**src/hw/rtl/fdg_pkg.sv**
```systemverilog
package fdg_pkg;

  // Default sizes of the line buffers and the pixel word.
  localparam int MAX_COLS_DEF   = 1024;
  localparam int PIXEL_BITS_DEF = 16;

  // Fixed field widths.
  localparam int GRAD_BITS     = 24;
  localparam int ROWS_BITS     = 13;
  localparam int COLS_BITS     = 11;
  localparam int INV_BITS      = 16;
  localparam int ROW_CNT_BITS  = 12;
  localparam int MODE_BITS     = 2;
  localparam int CFG_IDX_BITS  = 3;
  localparam int CFG_DATA_BITS = 16;

  // Image size limits and reset values.
  localparam int MIN_DIM    = 3;
  localparam int MAX_ROWS   = 4096;
  localparam int ROWS_RESET = 256;
  localparam int COLS_RESET = 256;
  localparam int INV_RESET  = 256;

  // Saturation limits of a gradient result.
  localparam logic signed [GRAD_BITS-1:0] GRAD_MAX = {1'b0, {(GRAD_BITS-1){1'b1}}};
  localparam logic signed [GRAD_BITS-1:0] GRAD_MIN = {1'b1, {(GRAD_BITS-1){1'b0}}};

  // Configuration register indexes.
  typedef enum logic [CFG_IDX_BITS-1:0] {
    REG_ROWS    = 3'd0,
    REG_COLS    = 3'd1,
    REG_MODE    = 3'd2,
    REG_INV_ROW = 3'd3,
    REG_INV_COL = 3'd4
  } cfg_reg_t;

  // Border rules. The unused code behaves as MODE_NONE.
  typedef enum logic [MODE_BITS-1:0] {
    MODE_NONE      = 2'd0,
    MODE_NEUMANN   = 2'd1,
    MODE_DIRICHLET = 2'd2
  } bnd_mode_t;

  // Kind of input item.
  typedef enum logic {
    OP_PIXEL = 1'b0,
    OP_DRAIN = 1'b1
  } item_op_t;

  // Position of the center pixel along one axis.
  typedef enum logic [1:0] {
    POS_FIRST,
    POS_INNER,
    POS_LAST
  } stencil_pos_t;

  // Scaling control for one gradient: force zero, or shift by 8 instead of 9.
  typedef struct packed {
    logic zero;
    logic sh8;
  } scale_ctl_t;

endpackage

```
**src/hw/rtl/fdg_scale.sv**
```systemverilog
module fdg_scale #(
  parameter int PIXEL_BITS = 16
) (
  input  logic signed [PIXEL_BITS:0]            opnd,
  input  logic [fdg_pkg::INV_BITS-1:0]          inv_h,
  input  fdg_pkg::scale_ctl_t                   ctl,
  output logic signed [fdg_pkg::GRAD_BITS-1:0]  grad
);
  import fdg_pkg::*;

  localparam int PW = PIXEL_BITS + 1 + INV_BITS + 1;

  logic signed [PW-1:0] prod;
  logic signed [PW-1:0] shifted;

  // Signed operand times unsigned Q8.8 factor, floor shift, then saturate.
  always_comb begin
    prod    = PW'(opnd) * PW'($signed({1'b0, inv_h}));
    shifted = ctl.sh8 ? (prod >>> 8) : (prod >>> 9);
    if (ctl.zero) begin
      grad = '0;
    end else if (shifted > PW'(GRAD_MAX)) begin
      grad = GRAD_MAX;
    end else if (shifted < PW'(GRAD_MIN)) begin
      grad = GRAD_MIN;
    end else begin
      grad = shifted[GRAD_BITS-1:0];
    end
  end

endmodule

```
**config.mk**
```make
export PLATFORM = sky130hd
export DESIGN_NAME = fdg_scale
export DESIGN_NICKNAME = d
export VERILOG_FILES = /design/src/hw/rtl/fdg_pkg.sv /design/src/hw/rtl/fdg_scale.sv
export SDC_FILE = /design/constraint.sdc
export NUM_CORES = 1
export LEC_CHECK = 0
export BUFFER_PORTS_ARGS = -buffer_cell sky130_fd_sc_hd__buf_2
export CORE_UTILIZATION = 55
export DETAILED_ROUTE_END_ITERATION = 10
export PLACE_DENSITY = 0.73
export SETUP_SLACK_MARGIN = 0.3
export SLEW_MARGIN = 40
export SYNTH_ARGS = -nofsm -noshare
export SYNTH_HDL_FRONTEND = slang
export SYNTH_SLANG_ARGS = --single-unit
```
**constraint.sdc**
```tcl
create_clock -name vclk -period 7.5
set_input_delay 0.375 -clock vclk [all_inputs]
set_output_delay 0.375 -clock vclk [all_outputs]
set_load 0.005 [all_outputs]
```
======== Word-level counts from Yosys, hierarchy flattened ========
Index checks and enable logic that the tools add are counted.
word-level totals
  logic and storage cells ................. 7
  output and inout port bits .............. 24
  bits of input ports ..................... 35
  flip-flop bits (word level) ............. 0
operators by class
  magnitude comparators ................... 2
  $mul .................................... 1
  multiplexer cells ....................... 4
operators with widths
  kind                    number
  $mux W24                3
  $mul A17 B17 Y34        1
  $gt A26 B24 Y1 const B  1
  $lt A26 B24 Y1 const B  1
  $mux W25                1

======== Logic depth before layout (Yosys ltp) ========
Gate-level depths: netlist of run 1.
  depth after elaboration ................. 6
  mapped depth ............................ 25
  gate-level depth less buffers ........... 22

======== Least setup slack after synthesis of run 1 ========
OpenSTA, ideal clock, no wires.
  kind .................................... input to output
  start ................................... input inv_h[4] (netlist name)
  end ..................................... output grad[10] (netlist name)
  required time ........................... 7,125 ps
  stages .................................. 22
  path buffers ............................ 3
  arrival time ............................ 6,366 ps
  setup slack ............................. 759 ps
  cell sequence ........................... clkbuf_1 clkbuf_1 nand2_1 fa_1 fa_1 fa_1 fa_1 inv_1 fa_1 inv_1 fa_1 inv_1 ha_1 nand2_1 or4b_1 a41oi_1 o31ai_2 a311o_1 xnor2_2 a32oi_2 buf_6 o22ai_2
between the ends
  cells in the longest elaborated chain, start to end .. 6
  elaborated cells on any way between the ends .. 7
  classes of those cells .................. mul (1); order compare (2); mux (4)
ends and longest elaborated chain
  element             RTL line         text
  start, declared     fdg_scale.sv:5   input logic [fdg_pkg::INV_BITS-1:0] inv_h,
  $mul A17 B17 Y34 *  fdg_scale.sv:18  prod = PW'(opnd) * PW'($signed({1'b0, inv_h}));
  $mux W25            fdg_scale.sv:19  shifted = ctl.sh8 ? (prod >>> 8) : (prod >>> 9);
  $lt A26 B24 Y1      fdg_scale.sv:24  end else if (shifted < PW'(GRAD_MIN)) begin
  $mux W24            fdg_scale.sv:24
  $mux W24 *          fdg_scale.sv:22  end else if (shifted > PW'(GRAD_MAX)) begin
  $mux W24 *          fdg_scale.sv:20  if (ctl.zero) begin
  end, declared       fdg_scale.sv:7   output logic signed [fdg_pkg::GRAD_BITS-1:0] grad
Mark *: on every way between the ends. The rest lies on a longest branch, timed or not.

======== Worst setup path in the final report of run 1 ========
  start ................................... input inv_h[6] (netlist name)
  end ..................................... output grad[11] (netlist name)
The elaborated chain is that of the path after synthesis.

==> reports/metrics.cfg, run 1 <==
[logic_synthesis]
synth.avg_cell_area_um2 = 8.60
syn-instance-count = 1326
synth_area_um2 = 11400
netlist.area_leader.share_pct = 48.7
synth_nets = 1723
synth_area_leaders = fa_1 49%, inv_1 12%, ha_1 9.3%
yosys.area.top_type = fa_1
yosys_warnings = 0
synth_commonest_cells = 364 x inv_1, 277 x fa_1, 194 x nand2_1
synth_cell_types = 60
yosysSeqAreaShare_pct = 0
synth.most_common_cell = inv_1

[global_routing]
grt_pass1_vias = 9715
overflow = 0
grt_usage_pct = 27.6
antenna_found_initial = 0
grt_max_degree = 39
grt_pass1_wl_um = 46800

[place]
hpwlAfterDp_um = 22700
place.gp.congestion = 0.915
port_buffers = 59

[timing]
min_period_ns = 6.99
hold_viol = 0
slew_violations = 0
setup_viol = 0
fin_crit_sh_pct = 93.2
worst_pin_slew_ns = 0.720
setup_total_negative_slack_ns = 0
rsz0062_at_grt = no
slew_headroom_pct = 52.0
fmax_mhz = 143

[worst_setup_path]
crit_path_start_kind = input pin
critPathTopFamily = adder cells
cp_slowest_cell = fa_1
critPathMaxFanout = 17
cp.required_ns = 7.12
worst-path-buf-inv = 9
crit_path_end_kind = primary output
cp_cell_sequence = buf_4 -> and2_1 -> fa_1 -> inv_1 -> fa_1 -> fa_1 -> fa_1 -> inv_1 -> fa_1 -> inv_1 -> fa_1 -> inv_1 -> ha_1 -> buf_6 -> a211o_1 -> a2111oi_4 -> o31ai_4 -> a311o_1 -> xnor2_2 -> a32oi_4 -> buf_12 -> buf_12 -> a41oi_1 -> buf_2
worstSetupPathType = in -> out
cpPeakStageDelay_ns = 0.56
critPathMostFrequentCell = fa_1
cp.arrival_ns = 6.62

[die]
initial_core_util_pct = 56.1
pin_count = 59
die_w_um = 146
die_area_um2 = 21300
core_um2 = 20300
rows = 52
die_h_um = 146

[routing]
wl_per_cell_um = 17.0
dr.pass1.iters = 5
drcViolationCount = 0
viasPerCell = 5.50
routed_wl_um = 27500
vias = 8891
drtIter0Drc = 389
ant_nets = 0

[final_layout]
antenna_cells = 0
nFlopsAndLatches = 0
register_area_um2 = 0
drive_gt1_share_pct = 9.42
n_clock_buffer = 0
fin_nets = 1747
fillers = 1840
syn_to_final_growth_pct = 6.89
multi_input_area_um2 = 9850

[run]
drv_cap = 0

[worst_hold_path]
min_from = ctl[1]
hold_depth = 3
min-delay-path-class = in -> out
whs_endpoint = grad[23]

[outcome]
status = completed

==> routing by layer <==
| metal | share of wire [%] | GRT usage [%] | vias up |
|---|---|---|---|
| li1 | - | - | 3969 |
| met1 | 38 | 33.9 | 4562 |
| met2 | 53 | 50.6 | 286 |
| met3 | 4.4 | 1.76 | 74 |
| met4 | 4.7 | 11.0 | 0 |
| met5 | 0 | 0 | - |
==> worst max-delay path by stage <==
stage	from	cells past startpoint	endpoint	slack (ns)
finish	inv_h[6]	24	grad[11]	0.51
global route	opnd[16]	24	grad[5]	0.25
CTS	opnd[10]	22	grad[11]	0.35
detailed placement	inv_h[2]	22	grad[11]	0.29
global placement	opnd[10]	22	grad[11]	0.35
floorplan	inv_h[4]	22	grad[10]	0.76
==> final cells by class <==
class	count	share of cell area [%]
tap	270	2.77
inverter	364	11.2
multi-input combinational	903	80.9
timing repair buffer	81	5.10
==> stage by stage <==
step	hold WS, ns	utilization [%]	std cells	setup slack (ns)	cell area, um2
detailed placement	1.18	58.3	1604	0.286	11800
finish	1.18	60.0	1618	0.510	12200
global route	1.22	60.0	1618	0.255	12200
global placement	1.16	58.3	1604	0.351	11800
CTS	1.18	58.4	1605	0.348	11900
floorplan	1.09	-	1326	0.759	11400
==> cells by family after synthesis <==
logic type	after synthesis	synth area share [%]
compound gates	140	9.29
xor+xnor	32	2.53
fa+ha+maj	362	58.0
buf+inv	423	14.3
mux	11	0.966
simple gates	358	15.0
==> placed cells by master (no fill, tap or decap), drive strengths merged, types with 3 or more instances in the layout <==
cell type / Yosys / layout
a211oi: 3 / 3
a21o: 12 / 12
a21oi: 41 / 41
a31oi: 10 / 10
a41oi: 3 / 3
and2: 112 / 112
and3: 6 / 6
buf: 9 / 74
clkbuf: 50 / 7
fa: 277 / 277
ha: 85 / 85
inv: 364 / 363
mux2i: 11 / 11
nand2: 194 / 194
nand2b: 3 / 3
nand3: 5 / 5
nand4: 6 / 6
nor2: 17 / 17
nor3: 8 / 8
o211ai: 7 / 7
o21ai: 26 / 26
o21bai: 3 / 3
o221ai: 4 / 4
o22ai: 6 / 6
o31a: 3 / 3
o31ai: 3 / 3
xnor2: 24 / 24
xor2: 8 / 8
==> what timing repair did <==
item / CTS / global route
pin swaps: 1 / 12
endpoints found under the hold margin: 0 / 0
buffers inserted: 1 / 9
gates resized for setup: 1 / 61
gates cloned: 0 / 4
endpoints found under the setup margin: 11 / 23
hold buffers: 0 / 0
Power of run 1 is left out: the tool's default activity adds up to more than one toggle a clock period on the data nets, which glitch-free logic cannot reach.
==> inputs of run 2 (changes only) <==
--- a/config.mk
+++ b/config.mk
@@ -6,6 +6,7 @@
 export NUM_CORES = 1
 export LEC_CHECK = 0
 export BUFFER_PORTS_ARGS = -buffer_cell sky130_fd_sc_hd__buf_2
+export CORE_MARGIN = 3
 export CORE_UTILIZATION = 55
 export DETAILED_ROUTE_END_ITERATION = 10
 export PLACE_DENSITY = 0.73
==> run 2 against run 1 <==
Against the previous run: fmax grew 0.68%; first-iteration DRC count grew 5.4%; count of clock-buffer cells in the layout is the same; setup slack gained 0.047 ns; cell area shrank 1.9%; via count shrank 2.7%; sequential share of layout area is the same; worst hold slack lost 0.023 ns; wire length shrank 4.9%; global-route usage shrank 2.6 points; highest routed layer unchanged.
==> reports/metrics.cfg, run 2 (synthesis gave the netlist of run 1 again) <==
[timing]
min_period_ns = 6.94  ; was 6.99 ns
worst_pin_slew_ns = 0.679  ; was 0.720 ns
fin_ws_ns = 0.557  ; was 0.510 ns
whs_ns = 1.16  ; was 1.18 ns
rsz0062_at_grt = yes  ; was no
setup_viol = 0  ; unchanged
fmax_mhz = 144  ; was 143 MHz
fin_crit_sh_pct = 92.6  ; was 93.2%
slew_violations = 0  ; unchanged
hold_viol = 0  ; unchanged
slew_headroom_pct = 54.7  ; was 52.0%
setup_total_negative_slack_ns = 0  ; unchanged

[global_routing]
antenna_found_initial = 0  ; unchanged
grt_pass1_vias = 9501  ; was 9,715
overflow = 0  ; unchanged
grt_max_degree = 39  ; unchanged
grt_usage_pct = 25.0  ; was 27.6%
grt_pass1_wl_um = 45000  ; was 46,800 um

[final_layout]
register_area_um2 = 0  ; unchanged
final_cell_mix = 364 x inv_1, 276 x fa_1, 194 x nand2_1  ; was 363 x inv_1, 276 x fa_1, 193 x nand2_1
nFlopsAndLatches = 0  ; unchanged
fillers = 1857  ; was 1,840
fin_nets = 1734  ; was 1,747
layout_commonest_cell = inv_1  ; unchanged
antenna_cells = 0  ; unchanged
drive_gt1_share_pct = 8.09  ; was 9.42%
syn_to_final_growth_pct = 4.82  ; was 6.89%
n_clock_buffer = 0  ; unchanged

[place]
pre_cts_ws_ns = 0.203  ; was 0.286 ns
port_buffers = 59  ; unchanged
hpwlAfterDp_um = 22200  ; was 22,700 um
place.gp.congestion = 0.922  ; was 0.915

[routing]
drtIter0Drc = 410  ; was 389
vias = 8649  ; was 8,891
ant_nets = 0  ; unchanged
dr.pass1.iters = 5  ; unchanged
viasPerCell = 5.39  ; was 5.50
wl_per_cell_um = 16.3  ; was 17.0 um
routed_wl_um = 26200  ; was 27,500 um
drcViolationCount = 0  ; unchanged

[worst_setup_path]
crit_path_start_kind = input pin  ; unchanged
cp.arrival_ns = 6.57  ; was 6.62 ns
cp.required_ns = 7.12  ; about the same
crit_path_end_kind = primary output  ; unchanged
critPathMaxFanout = 23  ; was 17
worstSetupPathType = in -> out  ; unchanged

[worst_hold_path]
min-delay-path-class = in -> out  ; unchanged

[outcome]
status = completed  ; unchanged

[die]
initial_core_util_pct = 56.1  ; unchanged
die_h_um = 150  ; was 146 um
die_area_um2 = 22500  ; was 21,300 um2
pin_count = 59  ; unchanged
die_w_um = 150  ; was 146 um
core_um2 = 20300  ; unchanged
rows = 52  ; unchanged

[clocking]
ctsHoldBuffers = 0  ; unchanged

[run]
drv_cap = 0  ; unchanged

==> run 2: changes by cell type in the layout (fill, tap and decap cells not counted), moves of 2 or more <==
cell	before	now
buf_4	23	8
buf_6	7	0
clkbuf_16	3	0
buf_12	3	1
o21ai_0	21	23
clkbuf_4	4	17
o21ai_1	3	1
==> run 2: metal layers <==
metal / GRT usage (%) / part of all wire (%)
met4: 7.37 / 3.7
met5: 0 / 0
met2: 47.0 / 54
met1: 30.4 / 38
met3: 2.09 / 4.5
==> run 2: critical path: stages <==
cell and delay, ns:
clkbuf_4 0.21, and2_1 0.20, fa_1 0.54, inv_1 0.05, fa_1 0.47, fa_1 0.51, fa_1 0.55, inv_1 0.05
fa_1 0.48, inv_1 0.05, fa_1 0.47, inv_1 0.05, ha_1 0.30, nand2_1 0.09, or4b_1 0.50, a41oi_2 0.27
o31ai_4 0.13, a311o_1 0.38, xnor2_2 0.22, a32oi_2 0.15, buf_12 0.19, a41oi_1 0.17, buf_2 0.14
==> run 2: path summary, 6_finish.rpt <==
check | from | to | depth (start not counted)
worst max-delay path | inv_h[5] | grad[11] | 23
worst min-delay path | ctl[1] | grad[23] | 3
==> run 2: area by class of cell <==
cell class,count,area (um2),area share (%)
multi-input cells,903,9810,82.2
repair buffers,68,428,3.58
well taps,270,338,2.83
inverters,364,1370,11.4
==> run 2: repair_timing <==
item | in CTS | in global routing
resized for setup | 1 | 31
setup buffers | 1 | 0
gates cloned | 0 | 0
setup endpoints to repair | 23 | 23
pin swaps | 1 | 7
==> run 2: per-stage QoR <==
stage               instances  util, %  area, um2
floorplan                1326        -      11400
global placement         1604     58.3      11800
detailed placement       1604     58.3      11800
CTS                      1605     58.4      11900
global route             1605     58.9      11900
finish                   1605     58.9      11900
Power of run 2 is left out for the same reason.
