===== src/hw/rtl/fdg_pkg.sv =====
package fdg_pkg;

  // Default sizes of the line buffers and the pixel word.
  localparam int MAX_COLS_DEF   = 1024;
  localparam int PIXEL_BITS_DEF = 16;

  // Fixed field widths.
  localparam int GRAD_BITS     = 24;
  localparam int ROWS_BITS     = 13;
  localparam int COLS_BITS     = 11;
  localparam int INV_BITS      = 16;
  localparam int ROW_CNT_BITS  = 12;
  localparam int MODE_BITS     = 2;
  localparam int CFG_IDX_BITS  = 3;
  localparam int CFG_DATA_BITS = 16;

  // Image size limits and reset values.
  localparam int MIN_DIM    = 3;
  localparam int MAX_ROWS   = 4096;
  localparam int ROWS_RESET = 256;
  localparam int COLS_RESET = 256;
  localparam int INV_RESET  = 256;

  // Saturation limits of a gradient result.
  localparam logic signed [GRAD_BITS-1:0] GRAD_MAX = {1'b0, {(GRAD_BITS-1){1'b1}}};
  localparam logic signed [GRAD_BITS-1:0] GRAD_MIN = {1'b1, {(GRAD_BITS-1){1'b0}}};

  // Configuration register indexes.
  typedef enum logic [CFG_IDX_BITS-1:0] {
    REG_ROWS    = 3'd0,
    REG_COLS    = 3'd1,
    REG_MODE    = 3'd2,
    REG_INV_ROW = 3'd3,
    REG_INV_COL = 3'd4
  } cfg_reg_t;

  // Border rules. The unused code behaves as MODE_NONE.
  typedef enum logic [MODE_BITS-1:0] {
    MODE_NONE      = 2'd0,
    MODE_NEUMANN   = 2'd1,
    MODE_DIRICHLET = 2'd2
  } bnd_mode_t;

  // Kind of input item.
  typedef enum logic {
    OP_PIXEL = 1'b0,
    OP_DRAIN = 1'b1
  } item_op_t;

  // Position of the center pixel along one axis.
  typedef enum logic [1:0] {
    POS_FIRST,
    POS_INNER,
    POS_LAST
  } stencil_pos_t;

  // Scaling control for one gradient: force zero, or shift by 8 instead of 9.
  typedef struct packed {
    logic zero;
    logic sh8;
  } scale_ctl_t;

endpackage


===== src/hw/rtl/fdg_ctrl.sv =====
module fdg_ctrl #(
  parameter int MAX_COLS   = 1024,
  parameter int PIXEL_BITS = 16
) (
  input  logic                                clk,
  input  logic                                rst_n,
  input  logic                                adv,
  input  logic                                in_valid,
  input  fdg_pkg::item_op_t                   in_op,
  input  logic signed [PIXEL_BITS-1:0]        in_pixel,
  input  logic [fdg_pkg::ROWS_BITS-1:0]       rows_eff,
  input  logic [$clog2(MAX_COLS+1)-1:0]       cols_eff,
  input  logic [fdg_pkg::MODE_BITS-1:0]       mode,
  input  logic signed [PIXEL_BITS-1:0]        up_q,
  input  logic signed [PIXEL_BITS-1:0]        mid_q,
  input  logic signed [PIXEL_BITS-1:0]        right_q,
  output logic                                wr_en,
  output logic [$clog2(MAX_COLS)-1:0]         wr_addr,
  output logic [$clog2(MAX_COLS)-1:0]         rd_addr,
  output logic [$clog2(MAX_COLS)-1:0]         rd_addr_p1,
  output logic                                s1_valid,
  output logic                                s1_last,
  output logic signed [PIXEL_BITS:0]          s1_row_opnd,
  output logic signed [PIXEL_BITS:0]          s1_col_opnd,
  output fdg_pkg::scale_ctl_t                 s1_row_ctl,
  output fdg_pkg::scale_ctl_t                 s1_col_ctl
);
  import fdg_pkg::*;

  localparam int AW = $clog2(MAX_COLS);
  localparam int CW = $clog2(MAX_COLS + 1);

  logic [AW-1:0]           col_count_r, col_count_nxt;
  logic [AW-1:0]           drain_count_r, drain_count_nxt;
  logic [ROW_CNT_BITS-1:0] row_count_r, row_count_nxt;
  logic                    frame_full_r, frame_full_nxt;
  logic signed [PIXEL_BITS-1:0] left_r;

  logic                    acc, pix_ok, drn_ok, has_res;
  logic [AW-1:0]           c_sel;
  logic [CW:0]             c_p1;
  logic                    c_last, row_last;
  stencil_pos_t            row_pos, col_pos;
  logic signed [PIXEL_BITS-1:0] row_next;
  logic signed [PIXEL_BITS:0]   row_opnd, col_opnd;
  scale_ctl_t              row_ctl, col_ctl;

  logic                         s1_valid_r, s1_last_r;
  logic signed [PIXEL_BITS:0]   s1_row_opnd_r, s1_col_opnd_r;
  scale_ctl_t                   s1_row_ctl_r, s1_col_ctl_r;

  // Operand and scaling for one axis from its three stencil taps.
  function automatic void form_opnd(
    input  stencil_pos_t                 pos,
    input  logic signed [PIXEL_BITS-1:0] prev_v,
    input  logic signed [PIXEL_BITS-1:0] cur_v,
    input  logic signed [PIXEL_BITS-1:0] nxt_v,
    input  logic [MODE_BITS-1:0]         md,
    output logic signed [PIXEL_BITS:0]   opnd,
    output scale_ctl_t                   ctl
  );
    logic signed [PIXEL_BITS:0] p;
    logic signed [PIXEL_BITS:0] c;
    logic signed [PIXEL_BITS:0] n;
    p        = {prev_v[PIXEL_BITS-1], prev_v};
    c        = {cur_v[PIXEL_BITS-1], cur_v};
    n        = {nxt_v[PIXEL_BITS-1], nxt_v};
    opnd     = '0;
    ctl.zero = 1'b1;
    ctl.sh8  = 1'b0;
    if (pos == POS_INNER) begin
      opnd     = n - p;
      ctl.zero = 1'b0;
    end else if (md == MODE_NEUMANN) begin
      opnd     = (pos == POS_FIRST) ? (n - c) : (c - p);
      ctl.zero = 1'b0;
    end else if (md == MODE_DIRICHLET) begin
      opnd     = (pos == POS_FIRST) ? n : -p;
      ctl.zero = 1'b0;
      ctl.sh8  = 1'b1;
    end
  endfunction

  // Item qualification: pixels count until the frame is full, drains after.
  assign acc     = in_valid & adv;
  assign pix_ok  = acc & (in_op == OP_PIXEL) & ~frame_full_r;
  assign drn_ok  = acc & (in_op == OP_DRAIN) & frame_full_r;
  assign has_res = (pix_ok & (row_count_r != '0)) | drn_ok;

  // Current column of whichever counter is live.
  assign c_sel    = frame_full_r ? drain_count_r : col_count_r;
  assign c_p1     = (CW+1)'(c_sel) + (CW+1)'(1);
  assign c_last   = c_p1 >= (CW+1)'(cols_eff);
  assign row_last = (ROWS_BITS'(row_count_r) + ROWS_BITS'(1)) >= rows_eff;

  // Raster counters and frame state.
  always_comb begin
    col_count_nxt   = col_count_r;
    drain_count_nxt = drain_count_r;
    row_count_nxt   = row_count_r;
    frame_full_nxt  = frame_full_r;
    if (pix_ok) begin
      if (c_last) begin
        col_count_nxt = '0;
        if (row_last) begin
          row_count_nxt  = '0;
          frame_full_nxt = 1'b1;
        end else begin
          row_count_nxt = row_count_r + 1'b1;
        end
      end else begin
        col_count_nxt = c_p1[AW-1:0];
      end
    end
    if (drn_ok) begin
      if (c_last) begin
        drain_count_nxt = '0;
        row_count_nxt   = '0;
        col_count_nxt   = '0;
        frame_full_nxt  = 1'b0;
      end else begin
        drain_count_nxt = c_p1[AW-1:0];
      end
    end
  end

  always_ff @(posedge clk) begin
    if (!rst_n) begin
      col_count_r   <= '0;
      drain_count_r <= '0;
      row_count_r   <= '0;
      frame_full_r  <= 1'b0;
    end else begin
      col_count_r   <= col_count_nxt;
      drain_count_r <= drain_count_nxt;
      row_count_r   <= row_count_nxt;
      frame_full_r  <= frame_full_nxt;
    end
  end

  // Line buffer reads are set up for the next item, so data waits registered.
  assign rd_addr    = frame_full_nxt ? drain_count_nxt : col_count_nxt;
  assign rd_addr_p1 = rd_addr + 1'b1;
  assign wr_en      = pix_ok;
  assign wr_addr    = col_count_r;

  // The left tap is the center tap of the previous item in the same row.
  always_ff @(posedge clk) begin
    if (pix_ok | drn_ok) begin
      left_r <= mid_q;
    end
  end

  // Stencil positions and operands for both axes.
  always_comb begin
    if (c_sel == '0) begin
      col_pos = POS_FIRST;
    end else if (c_last) begin
      col_pos = POS_LAST;
    end else begin
      col_pos = POS_INNER;
    end
    if (frame_full_r) begin
      row_pos  = POS_LAST;
      row_next = '0;
    end else begin
      row_pos  = (row_count_r == ROW_CNT_BITS'(1)) ? POS_FIRST : POS_INNER;
      row_next = in_pixel;
    end
    form_opnd(row_pos, up_q, mid_q, row_next, mode, row_opnd, row_ctl);
    form_opnd(col_pos, left_r, mid_q, right_q, mode, col_opnd, col_ctl);
  end

  // Operand stage register.
  always_ff @(posedge clk) begin
    if (!rst_n) begin
      s1_valid_r <= 1'b0;
    end else if (adv) begin
      s1_valid_r <= has_res;
    end
  end

  always_ff @(posedge clk) begin
    if (acc) begin
      s1_last_r     <= drn_ok & c_last;
      s1_row_opnd_r <= row_opnd;
      s1_col_opnd_r <= col_opnd;
      s1_row_ctl_r  <= row_ctl;
      s1_col_ctl_r  <= col_ctl;
    end
  end

  assign s1_valid    = s1_valid_r;
  assign s1_last     = s1_last_r;
  assign s1_row_opnd = s1_row_opnd_r;
  assign s1_col_opnd = s1_col_opnd_r;
  assign s1_row_ctl  = s1_row_ctl_r;
  assign s1_col_ctl  = s1_col_ctl_r;

`ifndef SYNTHESIS
  // A full frame waits for drains with the raster counters parked at zero.
  a_full_parked: assert property (@(posedge clk) disable iff (!rst_n)
    frame_full_r |-> (col_count_r == '0 && row_count_r == '0))
    else $error("raster counters moved while frame full");

  // Draining only happens on a full frame.
  a_drain_in_full: assert property (@(posedge clk) disable iff (!rst_n)
    (drain_count_r != '0) |-> frame_full_r)
    else $error("drain counter active outside a full frame");
`endif

endmodule


===== config.mk =====
export PLATFORM = sky130hd
export DESIGN_NAME = fdg_ctrl
export DESIGN_NICKNAME = d
export VERILOG_FILES = /design/src/hw/rtl/fdg_pkg.sv /design/src/hw/rtl/fdg_ctrl.sv
export SDC_FILE = /design/constraint.sdc
export NUM_CORES = 1
export LEC_CHECK = 0
export ABC_AREA = 1
export CORE_MARGIN = 10
export CORE_UTILIZATION = 25
export DETAILED_ROUTE_END_ITERATION = 12
export DONT_BUFFER_PORTS = 1
export HOLD_SLACK_MARGIN = 0.12
export PLACE_DENSITY = 0.42
export SETUP_SLACK_MARGIN = 0.1
export SLEW_MARGIN = 20
export SYNTH_ARGS = -nofsm -noshare
export SYNTH_HDL_FRONTEND = slang
export SYNTH_SLANG_ARGS = --single-unit
export TNS_END_PERCENT = 1

===== constraint.sdc =====
create_clock -name clk -period 10.6 [get_ports clk]
set_input_delay 2.12 -clock clk [delete_from_list [all_inputs] [get_ports clk]]
set_output_delay 2.12 -clock clk [all_outputs]
set_load 0.02 [all_outputs]

After elaboration in Yosys (flattened, before gate mapping)
Cells that the tools add are included.

Bits in read-only memories: 0. Input bits: 95. Logic and storage cells: 82. Bits in registers: 89. Memories kept: 0. Memory bits (writable): 0. Latch bits: 0.

$mul: 0. Mux-type cells: 35. $lt $le $gt $ge: 2. Shift-type cells: 0. Equal/unequal tests: 5. Divide/modulo/power cells: 0. Reductions and logical operators: 4. Add/sub/neg operators: 12. Bitwise gates (word level): 11.

Operators by type and width (number): $mux 17 (10); $sub 16x16->17 (6); $mux 10 (7); $mux 12 (5); $neg 16->17 (2); $mux 16 (1); $add 12x1->13 const B (1); $ge 13x13->1 (1); $add 12x1->12 const B (1); $eq 12x1->1 const B (1); $reduce_bool 12->1 (1); $add 10x1->11 const B (1); $ge 11x11->1 (1); $add 10x1->10 const B (1); $logic_not 10->1 (1); $mux 1 (8); $mux 2 (4); $and 1x1->1 (7); $eq 2x1->1 const B (3); $logic_not 2->1 (2); $eq 2x2->1 const B (1); $not 1->1 (2); $or 1x1->1 (2).

Logic depth before layout (Yosys ltp)
Word-level depth: 10. Gate-level depth with buffers: 29.

Worst setup path after synthesis
OpenSTA, ideal clock, no wires.

Kind: in2out. From: in in_valid. To: out rd_addr_p1[4]. Stages on the path: 13. Data arrival time: 4.741 ns. Buffers on the path: 1. Setup slack: 3.739 ns. Cells stage by stage: nand2_1 inv_1 nand3_1 inv_1 buf_2 nand2_1 nand2_1 nand3_1 nand2_1 ha_1 inv_1 nor2_2 xor2_1.

Cells in the longest elaborated chain, start to end: 8. Elaborated cells on any way between the ends: 14. Those cells by class: add/sub: 1; mux: 8; bitwise: 5.

RTL lines: start, declared (line fdg_ctrl.sv:8) `input logic in_valid,`; $and 1x1->1 * (line fdg_ctrl.sv:85) `assign acc = in_valid & adv;`; via acc (line fdg_ctrl.sv:39) `logic acc, pix_ok, drn_ok, has_res;`; $and 1x1->1 (2 in series) (line fdg_ctrl.sv:86) `assign pix_ok = acc & (in_op == OP_PIXEL) & ~frame_full_r;`; $mux 10 / $mux 1 (equally long branches) (line fdg_ctrl.sv:102) `if (pix_ok) begin`; $mux 10 / $mux 1 (equally long branches) (line fdg_ctrl.sv:116) `if (c_last) begin`; $mux 10 / $mux 1 (equally long branches) (line fdg_ctrl.sv:115) `if (drn_ok) begin`; $mux 10 * (line fdg_ctrl.sv:142) `assign rd_addr = frame_full_nxt ? drain_count_nxt : col_count_nxt;`; via rd_addr[0] (line fdg_ctrl.sv:19) `output logic [$clog2(MAX_COLS)-1:0] rd_addr,`; $add 10x1->10 * (line fdg_ctrl.sv:143) `assign rd_addr_p1 = rd_addr + 1'b1;`; end, declared (line fdg_ctrl.sv:20) `output logic [$clog2(MAX_COLS)-1:0] rd_addr_p1,`.

Mark *: on every way through the listed nets, which the timed path passes. The rest lies on a longest branch.

Worst setup path in the final report
Ends and elaborated chain as after synthesis.

==> metrics.csv <==
stage,metric,value,unit
clocking,# clock sinks,89,
critical_path,CP cell instances,nand2_1 -> clkinv_2 -> nand3_1 -> inv_1 -> nand2_2 -> o21ai_0 -> nor2_1 -> nand2_1 -> nand2_1 -> ha_1 -> inv_1 -> nor2_2 -> xor2_1,
critical_path,RR Endpoint,s1_col_opnd[14]$_DFFE_PP_,
final_layout,layout cells sized above 1,3.91,%
timing,RSZ-0062 raised after global routing,no,
yosys,Area contributors post-synth,"edfxtp_1 14%, ha_1 14%, nand2_1 13%",
critical_path,Worst Reg-to-Reg Cells,18,
global_route,M1 GR Usage,19.2,%
global_route,gr busiest metal,met2,
pwr,P per Cell Area,99.7,mW/mm²
pwr,clock power share,28.5,%
clocking,Clock Latency Late Sink,0.39,ns
die,Die Ht,234,µm
clocking,H-tree levels,3,
die,die area,0.0550,mm²
outcome,outcome,"complete, no violations",
yosys,number of distinct library cells after synthesis,53,
clocking,clock buffer depth,2,
global_route,initial antenna violation count,0,
final_layout,most frequent cells in the layout,"410 x nand2_1, 273 x inv_1, 188 x nor2_1",
timing,clk_skew,0.00752,ns
yosys,sequential cell area fraction in the yosys report,20.3,%
timing,Tcrit/Tclk final,73.2,%
drt,Avg Vias per Cell,4.81,
clocking,CTS tree,yes,
die,core area,0.0454,mm²
worst_hold_path,cell depth of the worst hold path,2,
yosys,largest area contributor in the netlist,edfxtp_1,
clocking,# hold bufs at CTS,0,
timing,slew margin rel.,40.6,%
global_route,grt met3 use,3.83,%
drt,Avg WL per Cell,18.4,µm
final_layout,# nets final,2014,
critical_path,r2r setup slk,5.49,ns
worst_hold_path,Worst Hold Class,flip-flop to flip-flop,
yosys,synthesized area per cell,6.38,µm²
timing,Fmax,0.129,GHz
placement,routability congestion estimate,0.867,
pwr,sequential share of power,34.4,%
global_route,met2 usage in global routing,27.8,%
critical_path,Max stage delay on crit path,0.64,ns
yosys,share of the synthesized area in the top cell type,14.4,%
yosys,"Warnings, synthesis",0,
drt,post-route ant nets,0,
yosys,synthesized instance count,1801,
worst_hold_path,hold path startpoint,drain_count_r[2]$_SDFF_PN0_,
global_route,number of global-route vias before repair,11200,
clocking,clk slew on worst S/H paths,0.07,ns
die,Starting Density,25.3,%
placement,dpl cells,2372,
drt,final wirelength,43800,µm
clocking,CTS buffer count,9,
pwr,internal power,0.000730,W
drt,DR iter-0 viols,880,
final_layout,Layout Cells excl Fill,2388,
yosys,synthesized flop and latch total,89,
yosys,share of async-settable or async-resettable flops after synthesis,0,%
pwr,leakage power,5.98,nW
flow_run,Max-Cap Viols,0,
final_layout,"most common cell after layout, fill and taps aside",nand2_1,
global_route,Total GRT Usage,15.9,%
global_route,total gr overflow,0,
critical_path,CP arrival,5.64,ns
critical_path,Setup CP Type,input pin to output port,
yosys,ys flop type,edfxtp_1,
critical_path,Slowest cell on crit path,clkinv_2,
timing,Slew @ Worst Pin,0.889,ns
global_route,first-pass GRT wire length,66700,µm
pwr,Switching Share,41.0,%
drt,DR pass1 iterations,5,
critical_path,critical path's top delay family,simple AND/OR/NAND/NOR gates,
clocking,PostCTS Resize Cnt,0,
drt,vias,11500,
yosys,Post-Syn Nets,2032,
timing,final setup fails,0,
final_layout,P&R area growth vs syn,8.11,%
die,Ports,166,
critical_path,worst r2r src,frame_full_r$_SDFF_PN0_,
global_route,pin count of the biggest net entering global routing,41,
pwr,Peak VDD IR,0.0939,mV
critical_path,nature of the critical path endpoint,output port,
placement,hpwl dp,36300,µm
critical_path,crit path max fanout,40,
yosys,number of flops mapped to enable cells by yosys,55,
critical_path,Crit path required time,8.48,ns
clocking,post-CTS setup buffer count,0,
timing,setup TNS,0,ns
critical_path,crit-path most repeated cell,nand2_1,
critical_path,Buffers & Inverters on Critical Path,3,
timing,crit path time final,7.76,ns
die,Std-Cell Rows,78,
pwr,switching power,0.000508,W
drt,Residual DRC,0,
die,Die X-Extent,234,µm
worst_hold_path,Worst Hold End,drain_count_r[2]$_SDFF_PN0_,
timing,Final Max Tran Viols,0,
clocking,Root Driver,clkbuf_16,
timing,final hold vios,0,
final_layout,ANT cells,0,
pwr,Logic pwr share,37.1,%
yosys,post-synthesis cell area,0.0115,mm²
placement,PortBufs,0,
critical_path,startpoint types,input pin,
[power groups by stage]
stage | clock network (W) | registers (W) | logic [W]
2_1_floorplan | 0 | 0.000428 | 0.000345
3_3_place_gp | 0 | 0.000436 | 0.000458
3_5_place_dp | 0 | 0.000436 | 0.000459
4_1_cts | 0.000372 | 0.000428 | 0.000462
5_1_grt | 0.000377 | 0.000429 | 0.000526
6_report | 0.000353 | 0.000426 | 0.000460
[cells by family (layout without fill, tap and decap cells)]
logic type,Yosys count,in the layout,synth area share (%)
AOI/OAI and AO/OA,403,403,19.8
xor gates and xnor gates,67,67,5.11
adders and majority gates,136,136,15.2
buffers and inverters,314,301,10.6
DFF,89,89,20.3
and+or+nand+nor,792,792,29.0
[cells in the mapped netlist, drive strengths merged, types with 12 or more instances]
master	number
xnor2	16
nand4	14
dfxtp	34
a22oi	13
nand2	424
nand3b	13
nor2	196
buf	16
a21oi	165
o21ai	153
xor2	51
ha	130
nor3	25
o21bai	16
inv	278
clkbuf	19
a31oi	12
edfxtp	55
nand3	105
[state kept, by name, summed over array words and instances, names as in the netlist, 2 cells and up]
name,count
s1_row_opnd,17
wr_addr,10
left_r,16
row_count_r,12
s1_row_ctl,2
s1_col_ctl,2
drain_count_r,10
s1_col_opnd,17
[worst register-to-register path, delay by kind of cell (launching register included)]
family	cells	cell delay [ns]
buffers and inverters	3	1.50
adders and majority gates	2	0.58
DFF	1	0.31
AOI/OAI and AO/OA	5	0.74
and+or+nand+nor	8	1.71
[through the flow]
step / power, W / worst slack (ns) / hold WS [ns] / utilization, % / cell area, µm²
floorplan: 0.000773 / 3.74 / 0.463 / - / 11500
global placement: 0.000894 / 2.61 / 0.513 / 26.7 / 12100
detailed placement: 0.000895 / 2.58 / 0.488 / 26.7 / 12100
CTS: 0.00126 / 2.57 / 0.501 / 27.4 / 12400
global route: 0.00133 / 2.27 / 0.526 / 27.4 / 12400
finish: 0.00124 / 2.84 / 0.503 / 27.4 / 12400
[metal layers]
metal	vias up	share of wire (%)
li1	5954	-
met1	5231	44
met4	0	1.5
met2	264	48
met5	-	0
met3	31	6.4
[area by class of cell]
type,count,area [µm²]
Tap cell,600,751
Timing Repair Buffer,6,45.0
Inverter,279,1050
Clock buffer,11,264
Multi-Input combinational cell,1398,7940
Fill cell,5115,33000
Sequential cell,89,2330
Clock inverter,5,43.8
[worst max path at each step]
stage,startpoint,endpoint,slack [ns],cells past startpoint
after floorplan,in_valid,rd_addr_p1[4],3.74,13
after global placement,in_valid,rd_addr_p1[4],2.61,12
after detailed placement,in_valid,rd_addr_p1[4],2.58,12
after CTS,in_valid,rd_addr_p1[4],2.57,12
after global routing,in_valid,rd_addr_p1[4],2.27,13
final,in_valid,rd_addr_p1[4],2.84,13
Power figures use the tool's default switching activity.
